## config.mk

```make
export PLATFORM = sky130hd
export DESIGN_NAME = longest_increasing_subsequence_flat
export DESIGN_NICKNAME = d
export VERILOG_FILES = /design/src/rtl/lis_pkg.sv /design/src/rtl/lis_if.sv /design/src/rtl/longest_increasing_subsequence.sv /design/src/rtl/lis_ctrl.sv /design/src/rtl/lis_dp.sv /design/src/flat_wrapper.sv
export SDC_FILE = /design/constraint.sdc
export NUM_CORES = 2
export LEC_CHECK = 0
export BUFFER_PORTS_ARGS = -buffer_cell sky130_fd_sc_hd__clkbuf_2
export CORE_ASPECT_RATIO = 1.5
export CORE_MARGIN = 2
export CORE_UTILIZATION = 60
export DETAILED_ROUTE_END_ITERATION = 12
export PLACE_DENSITY_LB_ADDON = 0.25
export SLEW_MARGIN = 0
export SYNTH_ARGS = -nofsm -noshare
export SYNTH_HDL_FRONTEND = slang
export SYNTH_SLANG_ARGS = --single-unit
```

## constraint.sdc

```tcl
create_clock -name clk -period 8.3 [get_ports clk]
set_input_delay 2.49 -clock clk [delete_from_list [all_inputs] [get_ports clk]]
set_output_delay 2.49 -clock clk [all_outputs]
set_load 0.01 [all_outputs]
```

## src/rtl/lis_pkg.sv

```systemverilog
// Shared constants and controller/datapath handshake types
`default_nettype none
package lis_pkg;

	localparam int MAX_ELEMENTS = 64;
	localparam int VALUE_WIDTH  = 32;
	localparam int IDX_W        = $clog2(MAX_ELEMENTS);
	localparam int CNT_W        = $clog2(MAX_ELEMENTS + 1);

	typedef struct packed {
		logic load;
		logic row_rd;
		logic latch;
		logic scan;
		logic row_wr;
		logic trace_rd;
		logic trace_wr;
		logic emit_rd;
		logic emit_elem;
		logic emit_out;
	} lis_cmd_t;

	typedef struct packed {
		logic eos_accepted;
		logic rows_done;
		logic scan_done;
		logic trace_stop;
		logic out_free;
		logic emit_last;
	} lis_sts_t;

endpackage
`default_nettype wire

```

## src/rtl/lis_if.sv

```systemverilog
// Valid/ready channel interfaces for input and result words
`default_nettype none
interface lis_in_if;
	import lis_pkg::*;
	logic                          valid;
	logic                          ready;
	logic signed [VALUE_WIDTH-1:0] sample_value;
	logic                          end_of_sequence;

	modport source (output valid, output sample_value, output end_of_sequence, input ready);
	modport sink (input valid, input sample_value, input end_of_sequence, output ready);
endinterface

interface lis_out_if;
	import lis_pkg::*;
	logic                          valid;
	logic                          ready;
	logic signed [VALUE_WIDTH-1:0] chosen_value;
	logic        [CNT_W-1:0]       subsequence_length;
	logic                          final_result;
	logic                          capacity_exceeded;

	modport source (output valid, output chosen_value, output subsequence_length,
		output final_result, output capacity_exceeded, input ready);
	modport sink (input valid, input chosen_value, input subsequence_length,
		input final_result, input capacity_exceeded, output ready);
endinterface
`default_nettype wire

```

## src/rtl/longest_increasing_subsequence.sv

```systemverilog
// On the closing word the dynamic program runs, one compare per cycle against the earlier
// stored elements. Trace back then reads and writes each subsequence element, and emit
// reads the path entry and element of each result word, then waits for a free output register.
// Throughput: one word per cycle while loading; a whole sequence is processed at a time.
// Reset: arst_n clears counters, flags and the sequencer; memories are not cleared.
`default_nettype none
module longest_increasing_subsequence (
	input wire logic  clk,
	input wire logic  arst_n,
	lis_in_if.sink    din,
	lis_out_if.source dout
);
	import lis_pkg::*;

	lis_cmd_t cmd;
	lis_sts_t sts;

	lis_ctrl u_ctrl (
		.clk    (clk),
		.arst_n (arst_n),
		.sts    (sts),
		.cmd    (cmd)
	);

	lis_dp u_dp (
		.clk    (clk),
		.arst_n (arst_n),
		.cmd    (cmd),
		.sts    (sts),
		.din    (din),
		.dout   (dout)
	);

endmodule
`default_nettype wire

```

## src/rtl/lis_ctrl.sv

```systemverilog
// Sequencer for load, dynamic program, trace back and emit phases
`default_nettype none
module lis_ctrl (
	input  wire logic              clk,
	input  wire logic              arst_n,
	input  wire lis_pkg::lis_sts_t sts,
	output lis_pkg::lis_cmd_t      cmd
);
	import lis_pkg::*;

	typedef enum logic [9:0] {
		S_LOAD      = 10'b00_0000_0001,
		S_ROW       = 10'b00_0000_0010,
		S_LATCH     = 10'b00_0000_0100,
		S_SCAN      = 10'b00_0000_1000,
		S_WRITE     = 10'b00_0001_0000,
		S_TRACE_RD  = 10'b00_0010_0000,
		S_TRACE_WR  = 10'b00_0100_0000,
		S_EMIT_RD   = 10'b00_1000_0000,
		S_EMIT_ELEM = 10'b01_0000_0000,
		S_EMIT_OUT  = 10'b10_0000_0000
	} lis_state_t;

	lis_state_t state_q, state_d;

	always_ff @(posedge clk or negedge arst_n) begin
		if (!arst_n) begin
			state_q <= S_LOAD;
		end else begin
			state_q <= state_d;
		end
	end

	always_comb begin
		state_d = state_q;
		cmd     = '0;
		case (state_q)
			S_LOAD: begin
				cmd.load = 1'b1;
				if (sts.eos_accepted) state_d = S_ROW;
			end
			S_ROW: begin
				cmd.row_rd = 1'b1;
				state_d    = sts.rows_done ? S_TRACE_RD : S_LATCH;
			end
			S_LATCH: begin
				cmd.latch = 1'b1;
				state_d   = S_SCAN;
			end
			S_SCAN: begin
				cmd.scan = 1'b1;
				if (sts.scan_done) state_d = S_WRITE;
			end
			S_WRITE: begin
				cmd.row_wr = 1'b1;
				state_d    = S_ROW;
			end
			S_TRACE_RD: begin
				cmd.trace_rd = 1'b1;
				state_d      = S_TRACE_WR;
			end
			S_TRACE_WR: begin
				cmd.trace_wr = 1'b1;
				state_d      = sts.trace_stop ? S_EMIT_RD : S_TRACE_RD;
			end
			S_EMIT_RD: begin
				cmd.emit_rd = 1'b1;
				state_d     = S_EMIT_ELEM;
			end
			S_EMIT_ELEM: begin
				cmd.emit_elem = 1'b1;
				state_d       = S_EMIT_OUT;
			end
			S_EMIT_OUT: begin
				cmd.emit_out = 1'b1;
				// wait for a free output register, then step or finish
				if (sts.out_free) state_d = sts.emit_last ? S_LOAD : S_EMIT_RD;
			end
			default: begin
				state_d = S_LOAD;
			end
		endcase
	end

endmodule
`default_nettype wire

```

## src/rtl/lis_dp.sv

```systemverilog
// Element, length, predecessor and path memories with counters and output register
`default_nettype none
module lis_dp (
	input  wire logic              clk,
	input  wire logic              arst_n,
	input  wire lis_pkg::lis_cmd_t cmd,
	output lis_pkg::lis_sts_t      sts,
	lis_in_if.sink                 din,
	lis_out_if.source              dout
);
	import lis_pkg::*;

	logic [VALUE_WIDTH-1:0] elem_mem [MAX_ELEMENTS];
	logic [CNT_W-1:0]       len_mem  [MAX_ELEMENTS];
	logic [IDX_W-1:0]       pred_mem [MAX_ELEMENTS];
	logic [IDX_W-1:0]       path_mem [MAX_ELEMENTS];

	logic signed [VALUE_WIDTH-1:0] elem_rd_q;
	logic [CNT_W-1:0]              len_rd_q;
	logic [IDX_W-1:0]              pred_rd_q;
	logic [IDX_W-1:0]              path_rd_q;

	logic [CNT_W-1:0] count_q, i_q, p_q, best_q, tlen_q, e_q;
	logic             ovf_q, valid_s1, out_valid_q;
	logic [IDX_W-1:0] last_q, k_q, p_s1;

	logic signed [VALUE_WIDTH-1:0] cur_val_q;
	logic [CNT_W-1:0]              cur_len_q;
	logic [IDX_W-1:0]              cur_pred_q;

	logic signed [VALUE_WIDTH-1:0] out_val_q;
	logic [CNT_W-1:0]              out_len_q;
	logic                          out_fin_q, out_cap_q;

	logic             accept, store_ok, out_load, better;
	logic [IDX_W-1:0] rd_addr, elem_addr, path_addr;
	logic [CNT_W-1:0] e_dec, tlen_inc;

	assign accept   = din.valid & cmd.load;
	assign store_ok = count_q < CNT_W'(MAX_ELEMENTS);
	assign e_dec    = e_q - CNT_W'(1);
	assign tlen_inc = tlen_q + CNT_W'(1);

	assign sts.eos_accepted = accept & din.end_of_sequence;
	assign sts.rows_done    = i_q == count_q;
	assign sts.scan_done    = p_q == i_q;
	assign sts.trace_stop   = (pred_rd_q == k_q) || (tlen_inc >= CNT_W'(MAX_ELEMENTS));
	assign sts.out_free     = !out_valid_q || dout.ready;
	assign sts.emit_last    = e_q == CNT_W'(1);

	assign out_load = cmd.emit_out & sts.out_free;
	assign better   = valid_s1 && (elem_rd_q < cur_val_q) && (len_rd_q >= cur_len_q);

	always_comb begin
		case (1'b1)
			cmd.row_rd:   rd_addr = i_q[IDX_W-1:0];
			cmd.trace_rd: rd_addr = k_q;
			default:      rd_addr = p_q[IDX_W-1:0];
		endcase
	end

	// keep reading the path element while the result word waits
	assign elem_addr = (cmd.emit_elem | cmd.emit_out) ? path_rd_q : rd_addr;
	assign path_addr = e_dec[IDX_W-1:0];

	// memories: one write port, registered reads
	always_ff @(posedge clk) begin
		if (accept && store_ok) elem_mem[count_q[IDX_W-1:0]] <= din.sample_value;
		if (cmd.row_wr) begin
			len_mem[i_q[IDX_W-1:0]]  <= cur_len_q;
			pred_mem[i_q[IDX_W-1:0]] <= cur_pred_q;
		end
		if (cmd.trace_wr) path_mem[tlen_q[IDX_W-1:0]] <= k_q;
		elem_rd_q <= elem_mem[elem_addr];
		len_rd_q  <= len_mem[rd_addr];
		pred_rd_q <= pred_mem[rd_addr];
		if (cmd.emit_rd) path_rd_q <= path_mem[path_addr];
	end

	always_ff @(posedge clk or negedge arst_n) begin
		if (!arst_n) begin
			count_q     <= '0;
			ovf_q       <= 1'b0;
			i_q         <= '0;
			p_q         <= '0;
			valid_s1    <= 1'b0;
			best_q      <= '0;
			last_q      <= '0;
			k_q         <= '0;
			tlen_q      <= '0;
			e_q         <= '0;
			out_valid_q <= 1'b0;
		end else begin
			if (accept) begin
				if (store_ok) count_q <= count_q + CNT_W'(1);
				else ovf_q <= 1'b1;
				if (din.end_of_sequence) begin
					i_q    <= '0;
					best_q <= '0;
					last_q <= '0;
				end
			end
			if (cmd.row_rd && sts.rows_done) begin
				k_q    <= last_q;
				tlen_q <= '0;
			end
			if (cmd.latch) p_q <= '0;
			if (cmd.scan && !sts.scan_done) p_q <= p_q + CNT_W'(1);
			valid_s1 <= cmd.scan && !sts.scan_done;
			if (cmd.row_wr) begin
				i_q <= i_q + CNT_W'(1);
				// strict compare keeps the earliest end position on a tie
				if (cur_len_q > best_q) begin
					best_q <= cur_len_q;
					last_q <= i_q[IDX_W-1:0];
				end
			end
			if (cmd.trace_wr) begin
				tlen_q <= tlen_inc;
				k_q    <= pred_rd_q;
				e_q    <= tlen_inc;
			end
			if (dout.ready) out_valid_q <= 1'b0;
			if (out_load) begin
				out_valid_q <= 1'b1;
				e_q         <= e_dec;
				if (sts.emit_last) begin
					count_q <= '0;
					ovf_q   <= 1'b0;
				end
			end
		end
	end

	always_ff @(posedge clk) begin
		p_s1 <= p_q[IDX_W-1:0];
		if (cmd.latch) begin
			cur_val_q  <= elem_rd_q;
			cur_len_q  <= CNT_W'(1);
			cur_pred_q <= i_q[IDX_W-1:0];
		end else if (better) begin
			// take the earliest predecessor that strictly lengthens the run
			cur_len_q  <= len_rd_q + CNT_W'(1);
			cur_pred_q <= p_s1;
		end
		if (out_load) begin
			out_val_q <= elem_rd_q;
			out_len_q <= tlen_q;
			out_fin_q <= sts.emit_last;
			out_cap_q <= ovf_q;
		end
	end

	assign din.ready                = cmd.load;
	assign dout.valid               = out_valid_q;
	assign dout.chosen_value        = out_val_q;
	assign dout.subsequence_length  = out_len_q;
	assign dout.final_result        = out_fin_q;
	assign dout.capacity_exceeded   = out_cap_q;

endmodule
`default_nettype wire

```

## src/flat_wrapper.sv

```systemverilog
// flat-port wrapper written by rule: the top's interface ports become plain ports
module longest_increasing_subsequence_flat import lis_pkg::*;
  (clk, arst_n, din_valid, din_sample_value, din_end_of_sequence, din_ready, dout_valid, dout_chosen_value, dout_subsequence_length, dout_final_result, dout_capacity_exceeded, dout_ready);
  lis_in_if din_i ();
  lis_out_if dout_i ();
  input wire logic clk;
  input wire logic arst_n;
  input wire logic [$bits(din_i.valid)-1:0] din_valid;
  input wire logic [$bits(din_i.sample_value)-1:0] din_sample_value;
  input wire logic [$bits(din_i.end_of_sequence)-1:0] din_end_of_sequence;
  output wire logic [$bits(din_i.ready)-1:0] din_ready;
  output wire logic [$bits(dout_i.valid)-1:0] dout_valid;
  output wire logic [$bits(dout_i.chosen_value)-1:0] dout_chosen_value;
  output wire logic [$bits(dout_i.subsequence_length)-1:0] dout_subsequence_length;
  output wire logic [$bits(dout_i.final_result)-1:0] dout_final_result;
  output wire logic [$bits(dout_i.capacity_exceeded)-1:0] dout_capacity_exceeded;
  input wire logic [$bits(dout_i.ready)-1:0] dout_ready;
  assign din_i.valid = din_valid;
  assign din_i.sample_value = din_sample_value;
  assign din_i.end_of_sequence = din_end_of_sequence;
  assign din_ready = din_i.ready;
  assign dout_valid = dout_i.valid;
  assign dout_chosen_value = dout_i.chosen_value;
  assign dout_subsequence_length = dout_i.subsequence_length;
  assign dout_final_result = dout_i.final_result;
  assign dout_capacity_exceeded = dout_i.capacity_exceeded;
  assign dout_i.ready = dout_ready;
  longest_increasing_subsequence u_core (.clk(clk), .arst_n(arst_n), .din(din_i), .dout(dout_i));
endmodule
```

# Yosys cells after proc, flatten, opt, wreduce, memory -nomap -nowiden
# Memory sizes are Yosys's and may differ from the RTL's. A register that Yosys moved wholly into a read port is not among the register bits.
# Cells that the tools add are included.
# totals
reg_bits	159
mem_bits_rw	3264
elab_cells	131
in_bits	37
n_memories	4
out_inout_bits	43
# op_classes
n_eq_ne	17
bitwise	4
muxes	57
add_sub_neg	6
order_cmp	5
n_reduce_logical	18
# memory_table
name	words	width	read_ports	rd_clocked_by_memory_dff	write_ports	line_no	text
u_core.u_dp.elem_mem	64	32	1	1	1	lis_dp.sv:13	logic [VALUE_WIDTH-1:0] elem_mem [MAX_ELEMENTS];
u_core.u_dp.len_mem	64	7	1	1	1	lis_dp.sv:14	logic [CNT_W-1:0] len_mem [MAX_ELEMENTS];
u_core.u_dp.path_mem	64	6	1	1	1	lis_dp.sv:16	logic [IDX_W-1:0] path_mem [MAX_ELEMENTS];
u_core.u_dp.pred_mem	64	6	1	1	1	lis_dp.sv:15	logic [IDX_W-1:0] pred_mem [MAX_ELEMENTS];
# op_table
operator	count
$mux 7	17
$pmux 10 s10	1
$mux 6	12
$add 7x1->7 const B	5
$lt 32x32->1	1
$mux 10	3
$mux 1	22
$mux 8	2
$eq 7x7->1	2
$reduce_bool 2->1	7
$eq 10x1->1 const B	1
$eq 10x10->1 const B	1
$eq 10x2->1 const B	1
$eq 10x3->1 const B	1
$eq 10x4->1 const B	1
$eq 10x5->1 const B	1
$eq 10x6->1 const B	1
$eq 10x7->1 const B	1
$eq 10x8->1 const B	1
$eq 10x9->1 const B	1
$eq 7x1->1 const B	1
$ge 7x7->1	1
$ge 7x7->1 const B	1
$gt 7x7->1	1
12 further kinds	21

# Longest topological paths before layout
# logic_depth
ltp_word	6
ltp_mapped	16
mapped_depth_nobuf	11

# Cells and area by module
# A second synthesis with hierarchy kept.
# unflattened
cells_unflattened	8021
hier_area_um2	137356.7
# by_module_without_submodules
module	area_per_inst_um2	instances	seq_area_each_um2	cells_each
lis_dp	136678.6	1	103153.9	7945
lis_ctrl	678.2	1	251.5	76

# Least setup slack after synthesis
# OpenSTA, ideal clock, no wires.
# synth_path
path_type	in2reg
startpoint	input din_valid
endpoint	memory u_core.u_dp.elem_mem[7][0] (enable)
path_stages	4
t_arrival_ns	6.376
n_path_buf	0
setup_slack_ns	1.421
path_cell_list	nand2_1 > nor2_1 > nand4_1 > nor4_1
# synth_via
elab_chain_cells	4
# synth_lines
element	line_no	text
start: declaration	flat_wrapper.sv:8	input wire logic [$bits(din_i.valid)-1:0] din_valid;
$and 1x1->1	lis_dp.sv:39	assign accept = din.valid & cmd.load;
$logic_and 1x1->1	lis_dp.sv:68	if (accept && store_ok) elem_mem[count_q[IDX_W-1:0]] <= din.sample_value;
$mux 1	lis_dp.sv:68	
$mux 1 (not written as such)	lis_dp.sv:68	
end: declaration	lis_dp.sv:13	
# No other way between the ends.

# Worst setup path after layout
# layout_path
startpoint	register u_core.u_ctrl.state_q[1]
endpoint	register u_core.u_dp.elem_rd_q[20] (read register of u_core.u_dp.elem_mem)
# layout_via
elab_chain_cells	5
word_cells_on_any_way	12
classes_between	eq/ne (4); mux (7); bitwise (1)
# layout_lines
element	line_no	text
start: declaration	lis_ctrl.sv:24	lis_state_t state_q, state_d;
start signal: assignment	lis_ctrl.sv:30	state_q <= state_d;
$eq 10x6->1	lis_ctrl.sv:37	case (state_q)
$mux 1	lis_ctrl.sv:37	
$mux 6 (2 in a row)	lis_dp.sv:55	case (1'b1)
$mux 6 *	lis_dp.sv:63	assign elem_addr = (cmd.emit_elem | cmd.emit_out) ? path_rd_q : rd_addr;
end: declaration	lis_dp.sv:18	logic signed [VALUE_WIDTH-1:0] elem_rd_q;
# Every way passes the cells marked *; elsewhere a longest branch is shown, timed or not.
# A chain may end at the register's enable or synchronous reset.

==> impl_results.md <==
- Root buffer cell: sky130_fd_sc_hd__clkbuf_16
- Total setup violations reported at the end of the flow: 0
- Setup TNS after final layout: 0 ns
- Number of cells traversed by the worst hold path: 2
- Number of max-capacitance violations reported: 0
- Hold buffer count at CTS: 0
- Proportion of register bits with asynchronous set or reset after synthesis: 1.929%
- Cells traversed along the worst timing path: or4_1, or3_1, o31ai_4, buf_4, nand2_8, buf_12, buf_4, nand2_1, nand3_1, nand3_1, o2111ai_1, or4_1
- Height of the die: 596.7 µm
- Pleak: 51.50 nW
- Die X: 399.1 µm
- Transition time of the tightest slew-check pin: between 1 and 1.5 ns
- Max transition margin: 3.398%
- Number of cells traversed by the worst register-to-register path: 12
- Total chip power: 40.44 mW
- Final critical-path share of the clock period: 71.42%
- Num Clock Sinks: 3474
- Clock edge transition at the registers on the reported setup and hold paths: 0.06 ns
- Clock tree from TritonCTS: done
- Total of warnings raised by yosys: 0
- Final GP Congestion: approximately 0.92
- Final Instance Area: 154600 µm²
- Maximum fanout along the worst path: 181
- Library cell occupying the most area in the post-synthesis netlist: sky130_fd_sc_hd__edfxtp_1
- Slack of the worst reg-to-reg path: 2.37 ns
- GRT Overall Usage: between 30% and 40%
- Hold worst-path end: u_core.u_dp.k_q[0]$_DFFE_PN0P_
- First-pass GRT wire length: 592300 µm
- DR DRC count: 0
- Most Used Layer, Global Route: met2
- Endpoint type of the worst setup path: flop
- Area growth from synthesis to final layout: 10.03%
- Power density over the cells: 261.5 nW/µm²
- CORE AREA: 233000 µm²
- Sequential-to-total area share from yosys stat: approximately three quarters
- Number of antenna violations at the first check in global routing: 30
- Area fraction of the dominant cell type after synthesis: slightly above 70%
- Data required time of the critical path: ~9 ns
- Critical path buffer and inverter count: 3
- Number of H-tree levels: 5
- FMAX: about 0.17 GHz
- Post-placement cell area: 145000 µm²
- Footprint of the multi-input gates: between 30000 and 40000 µm²
- Met3 Track Usage GR: 6.099%
- Fraction of layout instances using a drive strength above 1: 10.75%
- Number of global-route vias before repair: 88334
- Startpoint Class: flop
- Run status: finished clean
- Count of routing violations after the opening detailed-route iteration: 13313
- Number of vias in the routed layout: roughly 92000
- Worst setup path class: flop to flop
- Cell class contributing the biggest share of worst-path delay: simple AND/OR/NAND/NOR gates
- Period minus WS final: 5.928 ns
- Data arrival at the endpoint of the critical path: 6.65 ns
- Per-cell via count in the routed design: between 6 and 7
- Main area contributors after synthesis: sky130_fd_sc_hd__edfxtp_1 (72%), sky130_fd_sc_hd__nand2_1 (6.4%), sky130_fd_sc_hd__nand3_1 (3.9%), sky130_fd_sc_hd__mux4_2 (2.8%), sky130_fd_sc_hd__dfrtp_1 (1.2%)
- Deepest clock path buffer count: 4
- Max-slew violation count: 0
- Detailed Routing Iterations Pass 1: 9
- Remaining antenna violation count: 0
- Largest stage delay, worst path: slightly below 0.8 ns
- Overflow after GRT: 0
- Average size of a mapped cell: 13.76 µm²
- Count of instances resized after the clock tree is built: 0
- NumNets Final: 10248
- Number of nets produced by synthesis: 10299
- PortBufs: just under 80
- Number of synthesized flops with an enable pin: 3349
- Post-CTS setup repair buffer count: 0
- Synth Instances: 10210
- Final hold violations: 0
- Number of clock buffers inserted by TritonCTS: 314
- Yosys reg bits: approximately 3500
- Worst clock skew on the final layout: 0.07173 ns
- Cell with the largest stage delay on the worst path: sky130_fd_sc_hd__or3_1
- Unrepaired setup endpoints after global routing: false
- Final Routed Wirelength: between 400000 and 500000 µm
- Register Area: approximately 100000 µm²
- Syn Std Cell Area: 140500 µm²
- Clock network latency to the later pin of the worst-skew pair: 0.89 ns
- Worst reg2reg path startpoint: u_core.u_ctrl.state_q[1]$_DFFE_PN0P_
- Launch instance of the worst min-delay path: u_core.u_dp.pred_rd_q[0]$_DFF_P_
- Grt met2 use: a little over half
- Most used flip-flop cell after synthesis: sky130_fd_sc_hd__edfxtp_1
- Fill count: 15721
- Floorplan row count: 217
- Unique cell type count in the Yosys netlist: slightly below 80
- Mean routed wirelength per cell: a little over 30 µm
- DP HPWL: roughly 240000 µm
- Maximum number of pins on one net before global-route repair: 182
- Worst vdd rail ir drop: approximately 0.22 mV
- Final Hold Slack: 0.4949 ns
- Routing usage on met1: 41.91%
- Boundary Pins: 80
- RR Endpoint: u_core.u_dp.elem_rd_q[20]$_DFF_P_
- Path class of the lowest-slack min-delay path: flop to flop
- Area of the die: about 240000 µm²
- Effective utilization at floorplan: 60.32%
-- synth_stat cells (all sizes together), types with 11 or more instances --
cell / number
mux4: 174
nand3b: 31
buf: 293
a221oi: 55
nor4: 33
a2111oi: 14
a21o: 41
a221o: 159
or4: 30
ha: 52
inv: 61
xor2: 17
o211ai: 36
o22ai: 11
or3: 16
or2: 11
o311ai: 11
and3: 226
a211oi: 106
xnor2: 25
edfxtp: 3349
nand2: 2389
a31o: 18
o21ai: 181
a32oi: 84
a31oi: 154
dfrtp: 66
nand4: 128
nor2: 275
nand3: 1093
nand2b: 14
nor3: 24
clkbuf: 433
dfxtp: 58
o2111ai: 15
a311oi: 127
mux2i: 31
a21oi: 286
nand4b: 14
-- cell type report --
| cell class | instances | share of cell area [%] |
|---|---|---|
| sequential | 3474 | 66.90 |
| tap | 3066 | 2.481 |
| clock inverter | 150 | 0.7478 |
| timing repair buffer | 359 | 1.789 |
| antenna | 11 | 0.01780 |
| clock buffer | 395 | 5.460 |
| inverter | 61 | 0.1481 |
| multi-input combinational | 5949 | 22.46 |
-- through the flow --
| stage | utilization (%) | worst slack [ns] | instances |
|---|---|---|---|
| global route | 66.36 | 2.276 | 13456 |
| floorplan | - | 1.421 | 10210 |
| CTS | 66.35 | 2.629 | 13454 |
| finish | 66.37 | 2.372 | 13465 |
| global placement | 62.23 | 2.574 | 12909 |
| detailed placement | 62.23 | 2.449 | 12909 |
-- worst max path at each step --
stage,start,to,cells past startpoint
2_1_floorplan,din_valid,u_core.u_dp.elem_mem[7][0]$_DFFE_PP_,4
3_3_place_gp,din_valid,u_core.u_dp.elem_mem[33][18]$_DFFE_PP_,6
3_5_place_dp,din_valid,u_core.u_dp.elem_mem[33][18]$_DFFE_PP_,6
4_1_cts,u_core.u_ctrl.state_q[1]$_DFFE_PN0P_,din_ready,4
5_1_grt,u_core.u_ctrl.state_q[1]$_DFFE_PN0P_,u_core.u_dp.elem_rd_q[5]$_DFF_P_,12
6_report,u_core.u_ctrl.state_q[1]$_DFFE_PN0P_,u_core.u_dp.elem_rd_q[20]$_DFF_P_,12
-- power by group --
part           leakage, nW  internal (mW)  switching (mW)
clock                 4.68           7.67            6.28
sequential            31.5           20.1           0.574
combinational         15.3           1.63            4.18
total                 51.5           29.4            11.0
-- worst register-to-register path, stage by stage, from the launching register on --
cell	delay, ns
sky130_fd_sc_hd__dfrtp_1	0.59
sky130_fd_sc_hd__or4_1	0.76
sky130_fd_sc_hd__or3_1	0.79
sky130_fd_sc_hd__o31ai_4	0.16
sky130_fd_sc_hd__buf_4	0.19
sky130_fd_sc_hd__nand2_8	0.41
sky130_fd_sc_hd__buf_12	0.73
sky130_fd_sc_hd__buf_4	0.64
sky130_fd_sc_hd__nand2_1	0.17
sky130_fd_sc_hd__nand3_1	0.08
sky130_fd_sc_hd__nand3_1	0.12
sky130_fd_sc_hd__o2111ai_1	0.48
sky130_fd_sc_hd__or4_1	0.66
-- kinds of logic (layout without fill, tap and decap cells) --
| family | count (synthesis) | in the layout | synth area share, % |
|---|---|---|---|
| muxes | 207 | 207 | 3.026 |
| adders and majority gates | 52 | 52 | 0.4630 |
| AOI/OAI and AO/OA | 1328 | 1328 | 6.748 |
| buffers and inverters | 787 | 965 | 2.269 |
| other | 0 | 11 | 0 |
| xor gates and xnor gates | 42 | 42 | 0.2618 |
| DFF | 3474 | 3474 | 73.59 |
| and+or+nand+nor | 4320 | 4320 | 13.64 |
-- registers in the layout, indices dropped and copies added, names as in the netlist, 10 cells and up --
| signal | count |
|---|---|
| u_core.u_dp.len_mem | 448 |
| u_core.u_dp.elem_rd_q | 32 |
| u_core.u_dp.pred_mem | 384 |
| u_core.u_dp.dout.chosen_value | 32 |
| u_core.u_ctrl.state_q | 10 |
| u_core.u_dp.path_mem | 384 |
| u_core.u_dp.cur_val_q | 32 |
| u_core.u_dp.elem_mem | 2048 |
-- placed cells by master, fill, tap and decap left out, drive strengths merged, types with 15 or more instances in the layout --
cell type	synthesis	routed
nor2	275	275
ha	52	52
nand3b	31	31
nor3	24	24
edfxtp	3349	3349
a221oi	55	55
o2111ai	15	15
dfrtp	66	66
a31oi	154	154
xor2	17	17
a32oi	84	84
buf	293	287
xnor2	25	25
o21ai	181	181
nand2	2389	2389
clkbuf	433	467
nor4	33	33
bufinv	0	15
o211ai	36	36
or4	30	30
mux2i	31	31
a221o	159	159
dfxtp	58	58
clkinv	0	113
nand3	1093	1093
or3	16	16
inv	61	71
a311oi	127	127
mux4	174	174
and3	226	226
a31o	18	18
nand4	128	128
a211oi	106	106
a21oi	286	286
a21o	41	41
-- routing by layer --
layer	wire (µm)	vias to the layer above
met3	41980	1400
met5	164	-
met4	34490	24
met1	136200	45506
met2	198300	6312
li1	-	38621
No activity file was read; power rests on OpenSTA's default activity.
